## src/design/wlpa_pkg.sv

```systemverilog
// Shared types and constants for the wave loop playback addresser.
// No dependencies; every design file refers to it by scoped names.
`default_nettype none

package wlpa_pkg;

    localparam int INDEX_W  = 12;
    localparam int LEN_W    = 13;
    localparam int SAMPLE_W = 32;
    localparam int CFG_IDX_W = 3;
    localparam int CFG_DATA_W = 32;
    localparam int S_TDATA_W = 48;
    localparam int M_TDATA_W = 48;

    typedef enum logic [1:0] {
        OP_WRITE   = 2'd0,
        OP_ADVANCE = 2'd1,
        OP_RESTART = 2'd2
    } t_opcode;

    localparam logic [CFG_IDX_W-1:0] CFG_BOUNCE_MODE = 3'd0;
    localparam logic [CFG_IDX_W-1:0] CFG_LOOP_ENABLE = 3'd1;
    localparam logic [CFG_IDX_W-1:0] CFG_LOOP_BEGIN  = 3'd2;
    localparam logic [CFG_IDX_W-1:0] CFG_LAST_INDEX  = 3'd3;
    localparam logic [CFG_IDX_W-1:0] CFG_STORED_LEN  = 3'd4;
    localparam logic [CFG_IDX_W-1:0] CFG_SEED        = 3'd5;

    typedef struct packed {
        logic                bounce;
        logic                loop_en;
        logic [INDEX_W-1:0]  loop_begin;
        logic [INDEX_W-1:0]  last_index;
        logic [LEN_W-1:0]    stored_length;
        logic [SAMPLE_W-1:0] seed;
    } t_cfg;

    // Item in flight between the sequencer and the output stage
    typedef struct packed {
        logic               restart;
        logic               integrate;
        logic               take_mem;
        logic               finished;
        logic [INDEX_W-1:0] index;
    } t_s1;

endpackage

`default_nettype wire

```

## src/design/wlpa_sequencer.sv

```systemverilog
// Play position sequencer: forward stepping and the three-leg ping-pong walk.
// Issues the store read and fills the stage register; uses wlpa_pkg.
`default_nettype none

module wlpa_sequencer #(
    parameter int MAX_SAMPLES = 4096,
    localparam int AW    = $clog2(MAX_SAMPLES),
    localparam int POS_W = $clog2(MAX_SAMPLES + 2)
) (
    input  wire logic                 i_clk,
    input  wire logic                 i_rst_n,
    input  wire wlpa_pkg::t_cfg       i_cfg,
    input  wire logic                 i_accept,
    input  wire logic [1:0]           i_opcode,
    input  wire logic                 i_out_en,
    output logic                      o_ready,
    output logic                      o_s1_valid,
    output wlpa_pkg::t_s1             o_s1,
    output logic                      o_rd_en,
    output logic [AW-1:0]             o_rd_addr
);

    localparam int CW = (POS_W > wlpa_pkg::LEN_W) ? POS_W : wlpa_pkg::LEN_W;
    localparam int PX = (POS_W > wlpa_pkg::INDEX_W) ? POS_W : wlpa_pkg::INDEX_W;

    typedef enum logic [2:0] {
        LEG_LEAD = 3'b001,
        LEG_DOWN = 3'b010,
        LEG_UP   = 3'b100
    } t_leg;

    logic [POS_W-1:0] r_pos, n_pos;
    t_leg             r_leg, n_leg;
    logic             r_ended, n_ended;
    logic             r_s1_valid, n_s1_valid;
    wlpa_pkg::t_s1    r_s1, n_s1;

    logic [CW-1:0] cur_c, lo_c, hi_c, max_c, sl_c, len_c, inc_c;
    logic [PX-1:0] cur_x;

    always_comb begin
        cur_c = CW'(r_pos);
        lo_c  = CW'(i_cfg.loop_begin);
        hi_c  = CW'(i_cfg.last_index);
        max_c = CW'(MAX_SAMPLES);
        sl_c  = CW'(i_cfg.stored_length);
        len_c = (sl_c < max_c) ? sl_c : max_c;
        inc_c = cur_c + CW'(1);
        cur_x = PX'(r_pos);
    end

    assign o_ready = !r_s1_valid || i_out_en;

    always_comb begin
        n_pos      = r_pos;
        n_leg      = r_leg;
        n_ended    = r_ended;
        n_s1       = r_s1;
        n_s1_valid = r_s1_valid && !i_out_en;
        if (i_accept) begin
            n_s1_valid = 1'b0;
            n_s1       = '0;
            unique case (wlpa_pkg::t_opcode'(i_opcode))
                wlpa_pkg::OP_ADVANCE: begin
                    n_s1_valid = 1'b1;
                    if (i_cfg.bounce) begin
                        if (r_ended) begin
                            n_s1.finished = 1'b1;
                        end else begin
                            n_s1.integrate = 1'b1;
                            n_s1.take_mem  = cur_c < max_c;
                            n_s1.index     = cur_x[wlpa_pkg::INDEX_W-1:0];
                            unique case (r_leg)
                                LEG_LEAD: begin
                                    if (cur_c >= hi_c) begin
                                        if (hi_c <= lo_c) begin
                                            n_ended = 1'b1;
                                            n_pos   = POS_W'(inc_c);
                                        end else begin
                                            n_leg = LEG_DOWN;
                                            n_pos = POS_W'(hi_c);
                                        end
                                    end else begin
                                        n_pos = POS_W'(inc_c);
                                    end
                                end
                                LEG_DOWN: begin
                                    if (cur_c <= lo_c) begin
                                        n_leg = LEG_UP;
                                        n_pos = POS_W'(lo_c);
                                    end else begin
                                        n_pos = POS_W'(cur_c - CW'(1));
                                    end
                                end
                                default: begin
                                    if (cur_c >= hi_c) begin
                                        n_leg = LEG_DOWN;
                                        n_pos = POS_W'(hi_c);
                                    end else begin
                                        n_pos = POS_W'(inc_c);
                                    end
                                end
                            endcase
                        end
                    end else begin
                        if (cur_c < len_c) begin
                            n_s1.take_mem = 1'b1;
                            n_s1.index    = cur_x[wlpa_pkg::INDEX_W-1:0];
                        end else begin
                            n_s1.finished = !i_cfg.loop_en;
                        end
                        if (i_cfg.loop_en && cur_c >= hi_c) begin
                            n_pos = POS_W'(lo_c);
                        end else if (cur_c < max_c) begin
                            n_pos = POS_W'(inc_c);
                        end else begin
                            n_pos = POS_W'(max_c);
                        end
                    end
                end
                wlpa_pkg::OP_RESTART: begin
                    n_s1_valid   = 1'b1;
                    n_s1.restart = 1'b1;
                    n_pos        = '0;
                    n_leg        = LEG_LEAD;
                    n_ended      = 1'b0;
                end
                default: ;
            endcase
        end
    end

    always_ff @(posedge i_clk) begin
        if (!i_rst_n) begin
            r_pos      <= '0;
            r_leg      <= LEG_LEAD;
            r_ended    <= 1'b0;
            r_s1_valid <= 1'b0;
        end else begin
            r_pos      <= n_pos;
            r_leg      <= n_leg;
            r_ended    <= n_ended;
            r_s1_valid <= n_s1_valid;
        end
    end

    always_ff @(posedge i_clk) begin
        r_s1 <= n_s1;
    end

    assign o_s1_valid = r_s1_valid;
    assign o_s1       = r_s1;
    assign o_rd_en    = i_accept && (i_opcode == wlpa_pkg::OP_ADVANCE);
    assign o_rd_addr  = r_pos[AW-1:0];

endmodule

`default_nettype wire

```

## config.mk

```make
export PLATFORM = sky130hd
export DESIGN_NAME = wlpa_sequencer
export DESIGN_NICKNAME = d
export VERILOG_FILES = /design/src/design/wlpa_pkg.sv /design/src/design/wlpa_sequencer.sv
export SDC_FILE = /design/constraint.sdc
export NUM_CORES = 1
export LEC_CHECK = 0
export BUFFER_PORTS_ARGS = -buffer_cell sky130_fd_sc_hd__buf_2
export CAP_MARGIN = 20
export CORE_MARGIN = 2
export CORE_UTILIZATION = 50
export CTS_BUF_LIST = sky130_fd_sc_hd__clkbuf_4 sky130_fd_sc_hd__clkbuf_8 sky130_fd_sc_hd__clkbuf_16
export CTS_CLUSTER_SIZE = 30
export DETAILED_ROUTE_END_ITERATION = 8
export PLACE_DENSITY_LB_ADDON = 0.15
export SYNTH_ARGS = -nofsm -noshare
export SYNTH_HDL_FRONTEND = slang
export SYNTH_SLANG_ARGS = --single-unit
```

## constraint.sdc

```tcl
create_clock -name i_clk -period 3.71 [get_ports i_clk]
set_clock_uncertainty 0.05 [all_clocks]
set_input_delay 0.742 -clock i_clk [delete_from_list [all_inputs] [get_ports i_clk]]
set_output_delay 0.742 -clock i_clk [all_outputs]
set_load 0.005 [all_outputs]
```

==> results.tsv <==
stage	metric	value	unit
outcome	run status	finished, final reports clean	
sta	Max Clk Rate	321	MHz
worst_setup_path	Buf/Inv on CP	1	
clocking	Post-CTS Resized	0	
final_layout	area occupied by multi-input gates	2690	um^2
clocking	CTS root buffer	clkbuf_8	
min_path	worst hold path class	reg2reg	
pwr	P_leak	2.12	nW
routing	Total Wirelength	11900	um
worst_setup_path	max incr delay on CP	540	ps
sta	crit share post-route	83.8	%
logic_synthesis	synth top area cells	ha_1 (17%), edfxtp_1 (12%), dfxtp_1 (9.2%)	
worst_setup_path	RR Endpoint	cur_c[10]	
die	width of the die	92.4	um
worst_setup_path	R2R cell count	9	
clocking	CTS sink count	34	
worst_setup_path	slowest CP cell	dfxtp_1	
clocking	clock buffer depth	2	
logic_synthesis	FF+latch count, synth	34	
clocking	total CTS buffers	5	
run	number of max-cap violations	0	
sta	Final setup viols	0	
placed_design	dpl cells	632	
worst_setup_path	CP required	3870	ps
die	die area	8540	um^2
sta	Tightest Pin Transition	800	ps
sta	fin crit period	3110	ps
logic_synthesis	post-synthesis adder-cell area fraction	17.0	%
final_layout	antenna diode count	0	
worst_setup_path	CP max FO	16	
logic_synthesis	syn nets	606	
pwr	Final Power	0.000972	W
pwr	power per cell area	220	nW/um^2
sta	final hold vios	0	
worst_setup_path	kind of start point of the critical path	flop	
die	die height	92.4	um
routing	Via-to-Cell Ratio	6.20	
clocking	CTS H-tree lvls	2	
final_layout	Finished Layout Cells	640	
logic_synthesis	Netlist cell types	69	
clocking	clk slew on worst S/H paths	80	ps
global_route	first-pass GRT wire length	19000	um
clocking	hold bufs inserted after CTS	0	
worst_setup_path	worst flop-to-flop path startpoint	cur_c[0]	
placed_design	RePlAce Congestion	0.874	
routing	WL per Instance	18.6	um
clocking	total setup buffers inserted after CTS	0	
logic_synthesis	post-synthesis simple-gate area fraction	23.3	%
worst_setup_path	Worst path top cell family by delay	compound AO/OA/AOI/OAI gates	
global_route	grt ovf	0	
logic_synthesis	register area share after synthesis	21.5	%
final_layout	area delta synth->final	13.1	%
pwr	worst vdd ir	0.147	mV
worst_setup_path	Crit Path Class	reg2reg	
logic_synthesis	xor and xnor area share after synthesis	4.26	%
min_path	min-delay src	r_leg[2]	
logic_synthesis	cell area after synthesis	3910	um^2
routing	DRT iter0 DRCs	363	
die	I/O pins	108	
final_layout	fraction of final layout cells sized beyond drive strength 1	23.4	%
worst_setup_path	crit path DAT	3270	ps
global_route	initial antenna violation count	0	
logic_synthesis	Syn Inst Count	476	
clocking	TritonCTS clock tree	built	
logic_synthesis	yosys warns	0	
logic_synthesis	Synth top area share	17.0	%
routing	Initial DRT Pass Iterations	5	
min_path	Worst Hold Path EP	r_leg[2]	
global_route	GRT Resource Usage Total	28.2	%
placed_design	dpl hpwl	9060	um
worst_setup_path	Worst Setup End Kind	flop	
placed_design	I/O Buffers	75	
routing	DRC	0	
logic_synthesis	compound-cell area share of the yosys netlist	23.6	%
final_layout	fin nets	667	
die	num rows	32	
logic_synthesis	ys async rst share	0	%
logic_synthesis	Top FF cell, synth	dfxtp_1	
logic_synthesis	Post-synth EDFFs	16	
logic_synthesis	largest area contributor in the synthesized netlist	ha_1	
worst_setup_path	worst path cell trace	inv_1, ha_1, nand2b_1, a31oi_1, o21ai_0, o211a_1, or3_1, a31o_2, a32oi_1	
global_route	largest net degree at the start of global routing	23	
die	Initial Utilization	51.1	%
final_layout	Register Area	841	um^2
worst_setup_path	reg2reg setup slack	600	ps
logic_synthesis	largest family of logic cells by synthesized area	compound AO/OA/AOI/OAI gates	
final_layout	commonest non-fill, non-tap cell in the layout	buf_2	
global_route	vias in the first global route	3796	
sta	Slew Limit Fails	0	
min_path	WHS Path Cells	2	
routing	Routed Antenna Nets	0	
sta	Fin Setup TNS	0	ps
sta	relative slew slack	46.7	%
logic_synthesis	Avg Cell Area, Syn	8.21	um^2
clocking	Clock Latency Late Sink	290	ps
final_layout	Fillers	740	
routing	via count	3968	
sta	smallest hold slack	435	ps
logic_synthesis	mux cell area share after synthesis	0.768	%
sta	RSZ-0062 raised after global routing	false	
final_layout	most frequent cells in the layout	buf_2 (75), ha_1 (53), nand2_1 (42), inv_1 (40), buf_4 (20)	
die	core area	7650	um^2
[kinds of logic after synthesis]
logic type,after synthesis
mux,3
simple gates,159
xor+xnor,19
fa+ha+maj,53
buf+inv,81
compound gates,127
flops,34
[worst max path at each step]
| stage | startpoint | endpoint | slack (ps) | depth (start not counted) |
|---|---|---|---|---|
| finish | cur_c[0] | cur_c[10] | 600 | 9 |
| global route | cur_c[0] | cur_c[10] | 420 | 9 |
| CTS | cur_c[0] | cur_c[10] | 650 | 9 |
| detailed placement | i_cfg[44] | o_s1[3] | 350 | 11 |
| global placement | i_cfg[55] | cur_c[10] | 400 | 10 |
| floorplan | i_cfg[44] | o_s1[3] | 620 | 10 |
[per-layer routing]
layer  GRT usage (%)  part of all wire [%]
met3            3.91                   9.1
met1            37.8                    42
met4            7.96                   2.2
met2            47.3                    46
met5               0                     0
[final cells by class]
class                   instances  area share, %
clock buffers                   6           1.73
clock inverters                 2          0.198
inverters                      40           3.39
multi-input cells             361           60.9
flip-flops and latches         34           19.0
well taps                     102           2.89
repair buffers                 95           11.9
[power breakdown]
group,internal (W),switching (W)
combinational,0.000115,0.000169
sequential,0.000404,0.00000779
clock,0.000136,0.000140
total,0.000655,0.000317
[worst min-delay path, stage by stage, from the launching register on]
cell and delay, ps:
dfxtp_1 330, nand2_1 60, mux2i_1 50
[flip-flops by register name (all words and copies together) (netlist names)]
| register | flops |
|---|---|
| o_s1_valid | 1 |
| r_leg | 3 |
| r_ended | 1 |
| o_s1 | 16 |
| cur_c | 13 |
[through the flow]
step	util [%]	area (um^2)	setup WS [ps]
2_1_floorplan	-	3910	623
3_3_place_gp	56.7	4340	399
3_5_place_dp	56.7	4340	355
4_1_cts	57.8	4420	647
5_1_grt	57.8	4420	416
6_report	57.8	4420	599
[synth_stat cells, types with 3 or more instances]
| library cell | number |
|---|---|
| o211ai_1 | 6 |
| o21ai_1 | 3 |
| a31oi_1 | 11 |
| a21o_1 | 9 |
| a21oi_1 | 17 |
| a211oi_1 | 18 |
| buf_4 | 13 |
| o21ai_0 | 16 |
| nor2_1 | 18 |
| ha_1 | 53 |
| and2_1 | 13 |
| nand3_1 | 12 |
| xor2_1 | 9 |
| and4_1 | 5 |
| clkbuf_1 | 16 |
| dfxtp_1 | 18 |
| mux2i_1 | 3 |
| nor2_4 | 3 |
| and3_1 | 8 |
| edfxtp_1 | 16 |
| a32oi_1 | 3 |
| inv_1 | 40 |
| nand4_1 | 9 |
| or3_1 | 6 |
| buf_2 | 9 |
| nor4_1 | 4 |
| a31o_2 | 3 |
| xnor2_1 | 10 |
| or4_4 | 3 |
| nand2_1 | 42 |
| nor3_1 | 16 |
| nand2b_1 | 5 |
| o31ai_1 | 12 |
(Power assumes the default switching activity.)
