[src/design/wlpa_pkg.sv]
// Shared types and constants for the wave loop playback addresser.
// No dependencies; every design file refers to it by scoped names.
`default_nettype none

package wlpa_pkg;

    localparam int INDEX_W  = 12;
    localparam int LEN_W    = 13;
    localparam int SAMPLE_W = 32;
    localparam int CFG_IDX_W = 3;
    localparam int CFG_DATA_W = 32;
    localparam int S_TDATA_W = 48;
    localparam int M_TDATA_W = 48;

    typedef enum logic [1:0] {
        OP_WRITE   = 2'd0,
        OP_ADVANCE = 2'd1,
        OP_RESTART = 2'd2
    } t_opcode;

    localparam logic [CFG_IDX_W-1:0] CFG_BOUNCE_MODE = 3'd0;
    localparam logic [CFG_IDX_W-1:0] CFG_LOOP_ENABLE = 3'd1;
    localparam logic [CFG_IDX_W-1:0] CFG_LOOP_BEGIN  = 3'd2;
    localparam logic [CFG_IDX_W-1:0] CFG_LAST_INDEX  = 3'd3;
    localparam logic [CFG_IDX_W-1:0] CFG_STORED_LEN  = 3'd4;
    localparam logic [CFG_IDX_W-1:0] CFG_SEED        = 3'd5;

    typedef struct packed {
        logic                bounce;
        logic                loop_en;
        logic [INDEX_W-1:0]  loop_begin;
        logic [INDEX_W-1:0]  last_index;
        logic [LEN_W-1:0]    stored_length;
        logic [SAMPLE_W-1:0] seed;
    } t_cfg;

    // Item in flight between the sequencer and the output stage
    typedef struct packed {
        logic               restart;
        logic               integrate;
        logic               take_mem;
        logic               finished;
        logic [INDEX_W-1:0] index;
    } t_s1;

endpackage

`default_nettype wire

[src/design/wlpa_output.sv]
// Output stage: predictor integration and the result register.
// Takes the stage register from wlpa_sequencer and store data; uses wlpa_pkg.
`default_nettype none

module wlpa_output (
    input  wire logic                          i_clk,
    input  wire logic                          i_rst_n,
    input  wire logic [wlpa_pkg::SAMPLE_W-1:0] i_seed,
    input  wire logic                          i_s1_valid,
    input  wire wlpa_pkg::t_s1                 i_s1,
    input  wire logic [wlpa_pkg::SAMPLE_W-1:0] i_rd_data,
    input  wire logic                          i_out_ready,
    output logic                               o_out_en,
    output logic                               o_valid,
    output logic      [wlpa_pkg::SAMPLE_W-1:0] o_sample,
    output logic      [wlpa_pkg::INDEX_W-1:0]  o_index,
    output logic                               o_finished
);

    logic                          r_valid;
    logic [wlpa_pkg::SAMPLE_W-1:0] r_pred;
    logic [wlpa_pkg::SAMPLE_W-1:0] r_sample;
    logic [wlpa_pkg::INDEX_W-1:0]  r_index;
    logic                          r_finished;

    logic                          out_en, move, emit;
    logic [wlpa_pkg::SAMPLE_W-1:0] word, sum;

    always_comb begin
        out_en = !r_valid || i_out_ready;
        move   = i_s1_valid && out_en;
        emit   = move && !i_s1.restart;
        word   = i_s1.take_mem ? i_rd_data : '0;
        sum    = r_pred + word;
    end

    always_ff @(posedge i_clk) begin
        if (!i_rst_n) begin
            r_valid <= 1'b0;
            r_pred  <= '0;
        end else begin
            if (out_en) begin
                r_valid <= emit;
            end
            if (move) begin
                if (i_s1.restart) begin
                    r_pred <= i_seed;
                end else if (i_s1.integrate) begin
                    r_pred <= sum;
                end
            end
        end
    end

    always_ff @(posedge i_clk) begin
        if (emit) begin
            r_sample   <= i_s1.integrate ? sum : word;
            r_index    <= i_s1.index;
            r_finished <= i_s1.finished;
        end
    end

    assign o_out_en   = out_en;
    assign o_valid    = r_valid;
    assign o_sample   = r_sample;
    assign o_index    = r_index;
    assign o_finished = r_finished;

endmodule

`default_nettype wire

[config.mk]
export PLATFORM = sky130hd
export DESIGN_NAME = wlpa_output
export DESIGN_NICKNAME = d
export VERILOG_FILES = /design/src/design/wlpa_pkg.sv /design/src/design/wlpa_output.sv
export SDC_FILE = /design/constraint.sdc
export NUM_CORES = 1
export LEC_CHECK = 0
export BUFFER_PORTS_ARGS = -buffer_cell sky130_fd_sc_hd__buf_2
export CAP_MARGIN = 0
export CORE_MARGIN = 5
export CORE_UTILIZATION = 45
export DETAILED_ROUTE_END_ITERATION = 8
export PLACE_DENSITY = 0.8
export REMOVE_ABC_BUFFERS = 1
export SLEW_MARGIN = 5
export SYNTH_ARGS = -nofsm -noshare
export SYNTH_HDL_FRONTEND = slang
export SYNTH_SLANG_ARGS = --single-unit
[constraint.sdc]
create_clock -name i_clk -period 4 [get_ports i_clk]
set_input_delay 0.8 -clock i_clk [delete_from_list [all_inputs] [get_ports i_clk]]
set_output_delay 0.8 -clock i_clk [all_outputs]
set_load 0.01 [all_outputs]
==> flow_metrics.py, run 1 <==
metrics = {
    "outcome": {
        "run_status": "complete, no violations",
    },
    "cts": {
        "cts_tree": "built",
        "clk_pin_slew_worst_paths_ns": 0.06,
        "clkLatencyLatePin_ns": 0.35,
        "clockBufferDepth": 2,
        "cts.htree.levels": 3,
        "cts_resized": 0,
        "cts_buffers": 9,
        "cts_setup_buffers": 0,
        "hold_buffers": 0,
        "clock_sinks": 78,
        "cts_root_buf": "clkbuf_16",
    },
    "worst_setup_path": {
        "critPathRequiredTime_ns": 4.09,
        "crit_type": "primary input to register",
        "cp.arrival_ns": 3.66,
        "start_kind": "primary input",
        "crit_path_max_fanout": 13,
        "endpoint_kind": "register",
    },
    "power_and_ir_drop": {
        "p_total_mw": 2.31,
        "p_int_mw": 1.62,
        "cellPowerDensity_nw_per_um2": 367,
        "power_frac_clock": 0.354,
        "switching_power_mw": 0.685,
        "ir_drop_mv": 0.299,
        "swShare": 0.297,
        "combPwrFrac": 0.237,
        "p_leak_nw": 2.91,
        "pwr-share-seq": 0.409,
    },
    "sta": {
        "rsz0062_at_grt": "no",
        "hold_viol": 0,
        "setup-violations-final": 0,
        "post-route-min-period_ns": 3.57,
        "finalCritPeriodShare": 0.892,
        "tns_ns": 0,
        "tightestPinTransition_ns": 0.992,
        "timing.final.max_slew_violations": 0,
        "max-slew-margin-rel": 0.337,
        "fmax_mhz": 280,
        "skew_ns": 0.00677,
    },
    "logic_synthesis": {
        "synth_top_family_by_area": "compound AO/OA/AOI/OAI gates",
        "synth_commonest_cells": "a21oi_1, nand2_1, edfxtp_1, o21ai_0, nor2_1",
        "avgSynthCellArea_um2": 8.83,
        "ys_seq_elements": 78,
        "synth_xor_area_frac": 0.0429,
        "muxShareOfSynthArea": 0.0518,
        "syn_inst": 594,
        "async_flop_share": 0,
        "synth_top_cell_area_share": 0.258,
        "synth_top_area_cell": "edfxtp_1",
        "synth_adder_area_share": 0.0778,
        "synth_edf_count": 45,
        "yosysWarnings": 0,
        "synth_compound_area_frac": 0.228,
        "synthSimpleGateAreaFrac": 0.168,
        "syn-cell-area_um2": 5240,
        "synth.distinct_cells": 61,
        "post-synth-top-count-cell": "a21oi_1",
        "synthTopCellsByArea": "edfxtp_1, dfxtp_1, ha_1",
        "ys.flop_type": "edfxtp_1",
        "ys_seq_area_frac": 0.384,
    },
    "route": {
        "vias": 5038,
        "drtIter0Drc": 491,
        "post_drt_via_cell_ratio": 5.89,
        "drt_wl_total_um": 15200,
        "drc": 0,
        "dr.pass1.iters": 5,
        "detail-route-antenna-nets": 0,
        "wire_per_inst_um": 17.7,
    },
    "global_route": {
        "antenna_found_initial": 0,
        "overflow": 0,
        "grt_pass1_wl_um": 24500,
        "gr-usage-all-layers": 0.213,
        "grt_pass1_vias": 5055,
        "grt_start_max_net_pins": 46,
    },
    "finish": {
        "multi_input_area_um2": 2980,
        "fillers": 1045,
        "postLayoutCoreUtil": 0.550,
        "num_antenna_cells": 0,
        "area_growth_pct": 19.7,
        "nNetsFinal": 823,
        "seq_area_um2": 2010,
        "drive_above_1_share": 0.243,
    },
    "die": {
        "core_area_um2": 11400,
        "die_area_um2": 13900,
        "start_util": 0.459,
        "die_h_um": 118,
        "die_w_um": 118,
        "placementRows": 39,
        "floorplan.io_pins": 131,
    },
    "place": {
        "port_buffers": 130,
        "hpwl_um": 10900,
        "gp_congestion": 0.984,
    },
    "min_path": {
        "hp-class": "register to register",
    },
    "flow_run": {
        "cap_viol_max_count": 0,
    },
}
## critical path: stages
cell      delay [ns]
buf_2           0.18
and2_1          0.18
ha_1            0.22
fa_1            0.40
a21oi_1         0.25
o211ai_1        0.15
a32oi_2         0.36
o21ai_0         0.25
a211oi_1        0.43
xnor2_1         0.14
mux2_2          0.29
## cell type report
type	count	share of cell area
multi-input cells	450	0.475
inverters	33	0.0197
clock buffers	10	0.0365
well taps	143	0.0285
clock inverters	6	0.00997
repair buffers	135	0.110
flip-flops and latches	78	0.321
## path summary, 6_finish.rpt
path	from	end	slack, ns	depth (start not counted)
max reg2reg	r_pred[0]$_SDFFE_PN0P_	o_sample[18]$_DFFE_PP_	0.93	9
min	r_pred[2]$_SDFFE_PN0P_	r_pred[2]$_SDFFE_PN0P_	0.47	2
min reg2reg	r_pred[2]$_SDFFE_PN0P_	r_pred[2]$_SDFFE_PN0P_	0.47	2
max	i_s1[13]	o_sample[18]$_DFFE_PP_	0.43	11
## sequential cells by signal (all words and copies together), names as in the netlist
register / flops
o_sample: 32
r_pred: 32
o_index: 12
o_finished: 1
o_valid: 1
## power by group through the flow
stage / registers, mW / clock network (mW) / logic, mW
finish: 0.942 / 0.817 / 0.547
global route: 0.947 / 0.853 / 0.606
CTS: 0.942 / 0.820 / 0.542
detailed placement: 0.958 / 0 / 0.535
global placement: 0.956 / 0 / 0.517
floorplan: 0.969 / 0 / 0.339
## layout by cell type, fill, tap and decap left out, types with 9 or more instances in the layout
master / synthesis / layout
buf_2: 3 / 130
a21oi_1: 65 / 65
nand2_1: 61 / 61
o21ai_0: 45 / 45
edfxtp_1: 45 / 45
nor2_1: 34 / 33
dfxtp_1: 33 / 33
inv_1: 33 / 32
ha_1: 31 / 31
mux2i_1: 17 / 17
nand3_1: 16 / 16
a21o_1: 15 / 15
xnor2_1: 15 / 15
and2_1: 14 / 14
o211ai_1: 14 / 14
a211oi_1: 10 / 10
nor3_1: 10 / 10
mux2_2: 9 / 9
clkbuf_16: 0 / 9
## per-layer routing
metal / up-vias / track usage / share of wire
li1: 2391 / - / -
met1: 2352 / 0.270 / 0.42
met2: 248 / 0.347 / 0.46
met3: 47 / 0.0452 / 0.088
met4: 0 / 0.0968 / 0.031
met5: - / 0 / 0
## kinds of logic after synthesis
family	after synthesis
XOR/XNOR	24
buffers and inverters	66
adder cells (fa/ha/maj)	32
multiplexers	26
flip-flops	78
AO/OA/AOI/OAI	190
AND/OR/NAND/NOR	178
## through the flow
stage	hold slack, ns	cells	area, µm²	setup slack, ns
floorplan	0.436	561	5110	0.621
global placement	0.444	839	5980	0.254
detailed placement	0.460	839	5980	0.153
CTS	0.471	855	6280	0.468
global route	0.490	855	6280	0.314
finish	0.466	855	6280	0.434
Note: power is estimated with default switching activity, not from simulation.
==> inputs of run 2 (changes only) <==
--- a/config.mk
+++ b/config.mk
@@ -5,7 +5,7 @@
 export SDC_FILE = /design/constraint.sdc
 export NUM_CORES = 1
 export LEC_CHECK = 0
-export BUFFER_PORTS_ARGS = -buffer_cell sky130_fd_sc_hd__buf_2
+export BUFFER_PORTS_ARGS = -buffer_cell sky130_fd_sc_hd__clkbuf_2
 export CAP_MARGIN = 0
 export CORE_MARGIN = 5
 export CORE_UTILIZATION = 45
==> run 2 against run 1 <==
Against the previous run:
- non-clock buffer count rose by 2
- sequential cell count stayed put
- clock skew decreased by 0.00071 ns
- largest power group unchanged
- critical path type unchanged
- wire length is 2.1% higher
==> flow_metrics.py, run 2 (same netlist as run 1, synthesis figures left out) <==
metrics = {
    "outcome": {
        "run_status": "complete, no violations",
    },
    "cts": {
        "clkLatencyLatePin_ns": 0.34,
        "cts_buffers": 9,
        "clk_pin_slew_worst_paths_ns": 0.06,
        "clock_sinks": 78,
        "cts_tree": "built",
        "cts_setup_buffers": 0,
        "cts_resized": 0,
        "cts.htree.levels": 3,
        "clockBufferDepth": 2,
        "cts_root_buf": "clkbuf_16",
        "hold_buffers": 0,
    },
    "global_route": {
        "overflow": 0,
        "antenna_found_initial": 0,
        "grt_pass1_wl_um": 25600,
        "grt_start_max_net_pins": 46,
        "gr-usage-all-layers": 0.220,
        "grt_pass1_vias": 5286,
    },
    "place": {
        "post-place-ws_ns": 0.179,
        "gp_congestion": 0.940,
        "port_buffers": 130,
        "hpwl_um": 11300,
    },
    "sta": {
        "skew_ns": 0.00606,
        "rsz0062_at_grt": "no",
        "finalCritPeriodShare": 0.884,
        "post-route-min-period_ns": 3.54,
        "fmax_mhz": 283,
        "tns_ns": 0,
        "layout_setup_ws_ns": 0.463,
        "setup-violations-final": 0,
        "max-slew-margin-rel": 0.349,
        "tightestPinTransition_ns": 0.975,
        "hold_viol": 0,
        "timing.final.max_slew_violations": 0,
        "hold_slack_ns": 0.461,
    },
    "worst_setup_path": {
        "r2r_start": "r_pred[0]$_SDFFE_PN0P_",
        "crit_path_max_fanout": 11,
        "critPathRequiredTime_ns": 4.09,
        "critPathCapture": "o_sample[30]$_DFFE_PP_",
        "cp.arrival_ns": 3.63,
        "rr_endpoint": "o_sample[30]$_DFFE_PP_",
        "crit_type": "primary input to register",
        "r2r_cells": 10,
        "endpoint_kind": "register",
        "startpoint": "i_s1[13]",
        "start_kind": "primary input",
        "r2r_slack_ns": 0.91,
    },
    "power_and_ir_drop": {
        "switching_power_mw": 0.682,
        "p_int_mw": 1.66,
        "power_frac_clock": 0.361,
        "pwr-share-seq": 0.403,
        "ir_drop_mv": 0.260,
        "swShare": 0.292,
        "cellPowerDensity_nw_per_um2": 371,
        "p_leak_nw": 2.95,
        "combPwrFrac": 0.236,
    },
    "die": {
        "die_w_um": 118,
        "floorplan.io_pins": 131,
        "die_h_um": 118,
        "start_util": 0.459,
        "placementRows": 39,
        "die_area_um2": 13900,
        "core_area_um2": 11400,
    },
    "route": {
        "drtIter0Drc": 539,
        "vias": 5060,
        "drt_wl_total_um": 15500,
        "detail-route-antenna-nets": 0,
        "drc": 0,
        "dr.pass1.iters": 5,
        "wire_per_inst_um": 18.1,
        "post_drt_via_cell_ratio": 5.90,
    },
    "finish": {
        "final_cell_mix": "clkbuf_2, a21oi_1, nand2_1",
        "num_antenna_cells": 0,
        "nNetsFinal": 825,
        "final_common_cell": "clkbuf_2",
        "drive_above_1_share": 0.244,
        "area_growth_pct": 20.2,
    },
    "min_path": {
        "hp-class": "register to register",
    },
    "flow_run": {
        "cap_viol_max_count": 0,
    },
}
==> run 2: cell types whose count changed in the layout (fill, tap and decap cells not counted), sizes merged <==
cell,delta
clkinvlp,+1
buf,-128
clkbuf,+133
clkinv,-4
==> run 2: critical path, cell delays in order <==
cell and delay (ns):
clkbuf_2 0.14, buf_4 0.19, and2_1 0.18, fa_1 0.43
a21oi_1 0.27, o211ai_1 0.17, a32oi_2 0.35, or4_4 0.22
a21oi_4 0.06, o21a_1 0.21, or3_1 0.36, a31o_1 0.23
==> run 2: how the worst min path moves through the flow <==
stage	start	slack (ns)	depth (start not counted)	to
2_1_floorplan	r_pred[17]$_SDFFE_PN0P_	0.44	2	r_pred[17]$_SDFFE_PN0P_
3_3_place_gp	r_pred[2]$_SDFFE_PN0P_	0.44	2	r_pred[2]$_SDFFE_PN0P_
3_5_place_dp	r_pred[17]$_SDFFE_PN0P_	0.46	2	r_pred[17]$_SDFFE_PN0P_
4_1_cts	r_pred[17]$_SDFFE_PN0P_	0.46	2	r_pred[17]$_SDFFE_PN0P_
5_1_grt	r_pred[17]$_SDFFE_PN0P_	0.50	2	r_pred[17]$_SDFFE_PN0P_
6_report	r_pred[17]$_SDFFE_PN0P_	0.46	2	r_pred[17]$_SDFFE_PN0P_
==> run 2: power groups by stage <==
stage	Clock (mW)	Sequential, mW	Combinational, mW
after CTS	0.854	0.942	0.547
after detailed placement	0	0.958	0.540
after floorplan	0	0.969	0.339
after global routing	0.892	0.947	0.612
final	0.845	0.943	0.553
after global placement	0	0.957	0.519
==> run 2: cell type report <==
| type | count | area, µm² |
|---|---|---|
| sequential | 78 | 2010 |
| timing repair buffer | 137 | 703 |
| multi-input combinational | 450 | 2980 |
| inverter | 33 | 124 |
| fill | 1033 | 5120 |
| tap | 143 | 179 |
| clock buffer | 13 | 260 |
| clock inverter | 3 | 42.5 |
==> run 2: layer usage <==
metal	up-vias	GRT usage	wire length, µm	part of all wire
met1	2381	0.270	6630	0.43
met3	35	0.0533	1150	0.074
li1	2403	-	-	-
met2	241	0.366	7280	0.47
met5	-	0	0	0
met4	0	0.0996	425	0.027
==> run 2: per-stage QoR <==
step,utilization,area [µm²],instances,power (mW)
2_1_floorplan,-,5110,561,1.31
3_3_place_gp,0.525,6000,841,1.48
3_5_place_dp,0.525,6000,841,1.50
4_1_cts,0.552,6300,857,2.34
5_1_grt,0.552,6300,857,2.45
6_report,0.552,6300,857,2.34
==> inputs of run 3 (changes only) <==
--- a/config.mk
+++ b/config.mk
@@ -7,6 +7,7 @@
 export LEC_CHECK = 0
 export BUFFER_PORTS_ARGS = -buffer_cell sky130_fd_sc_hd__clkbuf_2
 export CAP_MARGIN = 0
+export CORE_ASPECT_RATIO = 1.75
 export CORE_MARGIN = 5
 export CORE_UTILIZATION = 45
 export DETAILED_ROUTE_END_ITERATION = 8
==> run 3 against run 2 <==
Against the previous run:
- utilization is 0.63 points lower
- final cell count shrank 0.82%
- sequential power hardly changed
- clock power is 5.3% lower
- wire length is 1.9% lower
- global-route usage about the same
- clock skew grew 0.0015 ns
- first-iteration DRC count is 50% lower
- sequential share of layout area rose by 0.095 points
- sequential cell count unchanged
- non-clock buffer count rose by 1
- critical path type unchanged
==> flow_metrics.py, run 3 (same netlist as run 1, synthesis figures left out) <==
metrics = {
    "worst_setup_path": {
        "r2r_cells": 10,
        "r2r_slack_ns": 0.99,
        "rr_endpoint": "o_sample[30]$_DFFE_PP_",
        "endpoint_kind": "register",
        "critPathRequiredTime_ns": 4.11,
        "r2r_start": "r_pred[0]$_SDFFE_PN0P_",
        "crit_path_max_fanout": 18,
        "cp.arrival_ns": 3.57,
        "crit_type": "primary input to register",
        "start_kind": "primary input",
    },
    "cts": {
        "cts_root_buf": "clkbuf_16",
        "cts_setup_buffers": 0,
        "clk_pin_slew_worst_paths_ns": 0.07,
        "cts_buffers": 9,
        "clkLatencyLatePin_ns": 0.35,
        "clock_sinks": 78,
        "cts_tree": "built",
        "clockBufferDepth": 2,
        "hold_buffers": 0,
        "cts_resized": 0,
        "cts.htree.levels": 3,
    },
    "sta": {
        "hold_slack_ns": 0.475,
        "hold_viol": 0,
        "skew_ns": 0.00758,
        "max-slew-margin-rel": 0.597,
        "post-route-min-period_ns": 3.46,
        "rsz0062_at_grt": "no",
        "finalCritPeriodShare": 0.865,
        "setup-violations-final": 0,
        "tightestPinTransition_ns": 0.603,
        "timing.final.max_slew_violations": 0,
        "tns_ns": 0,
        "fmax_mhz": 289,
    },
    "min_path": {
        "holdPathEnd": "r_pred[2]$_SDFFE_PN0P_",
        "min_path_cells": 2,
        "hp-class": "register to register",
        "hold_start": "r_pred[2]$_SDFFE_PN0P_",
    },
    "die": {
        "placementRows": 52,
        "die_h_um": 153,
        "die_area_um2": 14000,
        "start_util": 0.455,
        "die_w_um": 91.6,
        "core_area_um2": 11500,
        "floorplan.io_pins": 131,
    },
    "outcome": {
        "run_status": "complete, no violations",
    },
    "power_and_ir_drop": {
        "p_int_mw": 1.57,
        "pwr-share-seq": 0.412,
        "ir_drop_mv": 0.201,
        "power_frac_clock": 0.350,
        "cellPowerDensity_nw_per_um2": 364,
        "combPwrFrac": 0.239,
        "switching_power_mw": 0.715,
        "swShare": 0.313,
        "p_total_mw": 2.29,
        "p_leak_nw": 2.94,
    },
    "flow_run": {
        "cap_viol_max_count": 0,
    },
    "global_route": {
        "gr-usage-all-layers": 0.220,
        "grt_pass1_vias": 5105,
        "antenna_found_initial": 0,
        "grt_start_max_net_pins": 45,
        "grt_pass1_wl_um": 24800,
        "overflow": 0,
    },
    "route": {
        "detail-route-antenna-nets": 0,
        "post_drt_via_cell_ratio": 5.80,
        "vias": 4928,
        "dr.pass1.iters": 5,
        "wire_per_inst_um": 17.9,
        "drc": 0,
        "drtIter0Drc": 268,
        "drt_wl_total_um": 15200,
    },
    "finish": {
        "num_antenna_cells": 0,
        "drive_above_1_share": 0.246,
        "final_common_cell": "clkbuf_2",
        "final_cell_mix": "clkbuf_2, a21oi_1, nand2_1",
        "nNetsFinal": 826,
        "area_growth_pct": 19.8,
    },
    "place": {
        "gp_congestion": 0.941,
        "hpwl_um": 11300,
        "port_buffers": 130,
    },
}
run 3: stage by stage:
stage          setup slack (ns)  utilization  std cells  cell area [µm²]
2_1_floorplan             0.621            -        561             5110
3_3_place_gp              0.247        0.521        834             6000
3_5_place_dp              0.186        0.521        834             6000
4_1_cts                   0.543        0.546        850             6280
5_1_grt                   0.404        0.546        850             6280
6_report                  0.538        0.546        850             6280
run 3: cell type report:
type / instances / area, µm²
flip-flops and latches: 78 / 2010
fillers: 1050 / 5230
clock inverters: 7 / 61.3
repair buffers: 138 / 711
multi-input cells: 450 / 2980
inverters: 33 / 124
well taps: 135 / 169
clock buffers: 9 / 225
run 3: worst max path at each step:
| stage | from | to | slack, ns | depth (start not counted) |
|---|---|---|---|---|
| 2_1_floorplan | i_rd_data[0] | o_sample[30]$_DFFE_PP_ | 0.62 | 11 |
| 5_1_grt | i_s1[13] | o_sample[30]$_DFFE_PP_ | 0.40 | 12 |
| 3_5_place_dp | i_s1[13] | o_sample[30]$_DFFE_PP_ | 0.19 | 12 |
| 4_1_cts | i_s1[13] | o_sample[30]$_DFFE_PP_ | 0.54 | 12 |
| 3_3_place_gp | i_s1[13] | o_sample[30]$_DFFE_PP_ | 0.25 | 12 |
| 6_report | i_s1[13] | o_sample[30]$_DFFE_PP_ | 0.54 | 12 |
run 3: per-layer routing:
metal | track usage | share of wire | routed length (µm)
met5 | 0 | 0 | 0
met4 | 0.122 | 0.047 | 709
met3 | 0.0430 | 0.049 | 741
met2 | 0.398 | 0.53 | 8110
met1 | 0.234 | 0.37 | 5630
run 3: worst max-delay path, cell delays in order:
cell	delay, ns
clkbuf_2	0.11
buf_4	0.20
and2_1	0.20
fa_1	0.44
a21oi_1	0.28
o211ai_1	0.16
a32oi_2	0.33
or4_4	0.22
a21oi_4	0.06
o21a_1	0.21
or3_1	0.34
a31o_1	0.21
run 3: power by group through the flow:
stage / Sequential (mW) / Clock (mW) / Combinational (mW)
CTS: 0.941 / 0.809 / 0.542
finish: 0.941 / 0.800 / 0.546
detailed placement: 0.958 / 0 / 0.537
global placement: 0.956 / 0 / 0.525
floorplan: 0.969 / 0 / 0.339
global route: 0.946 / 0.851 / 0.607
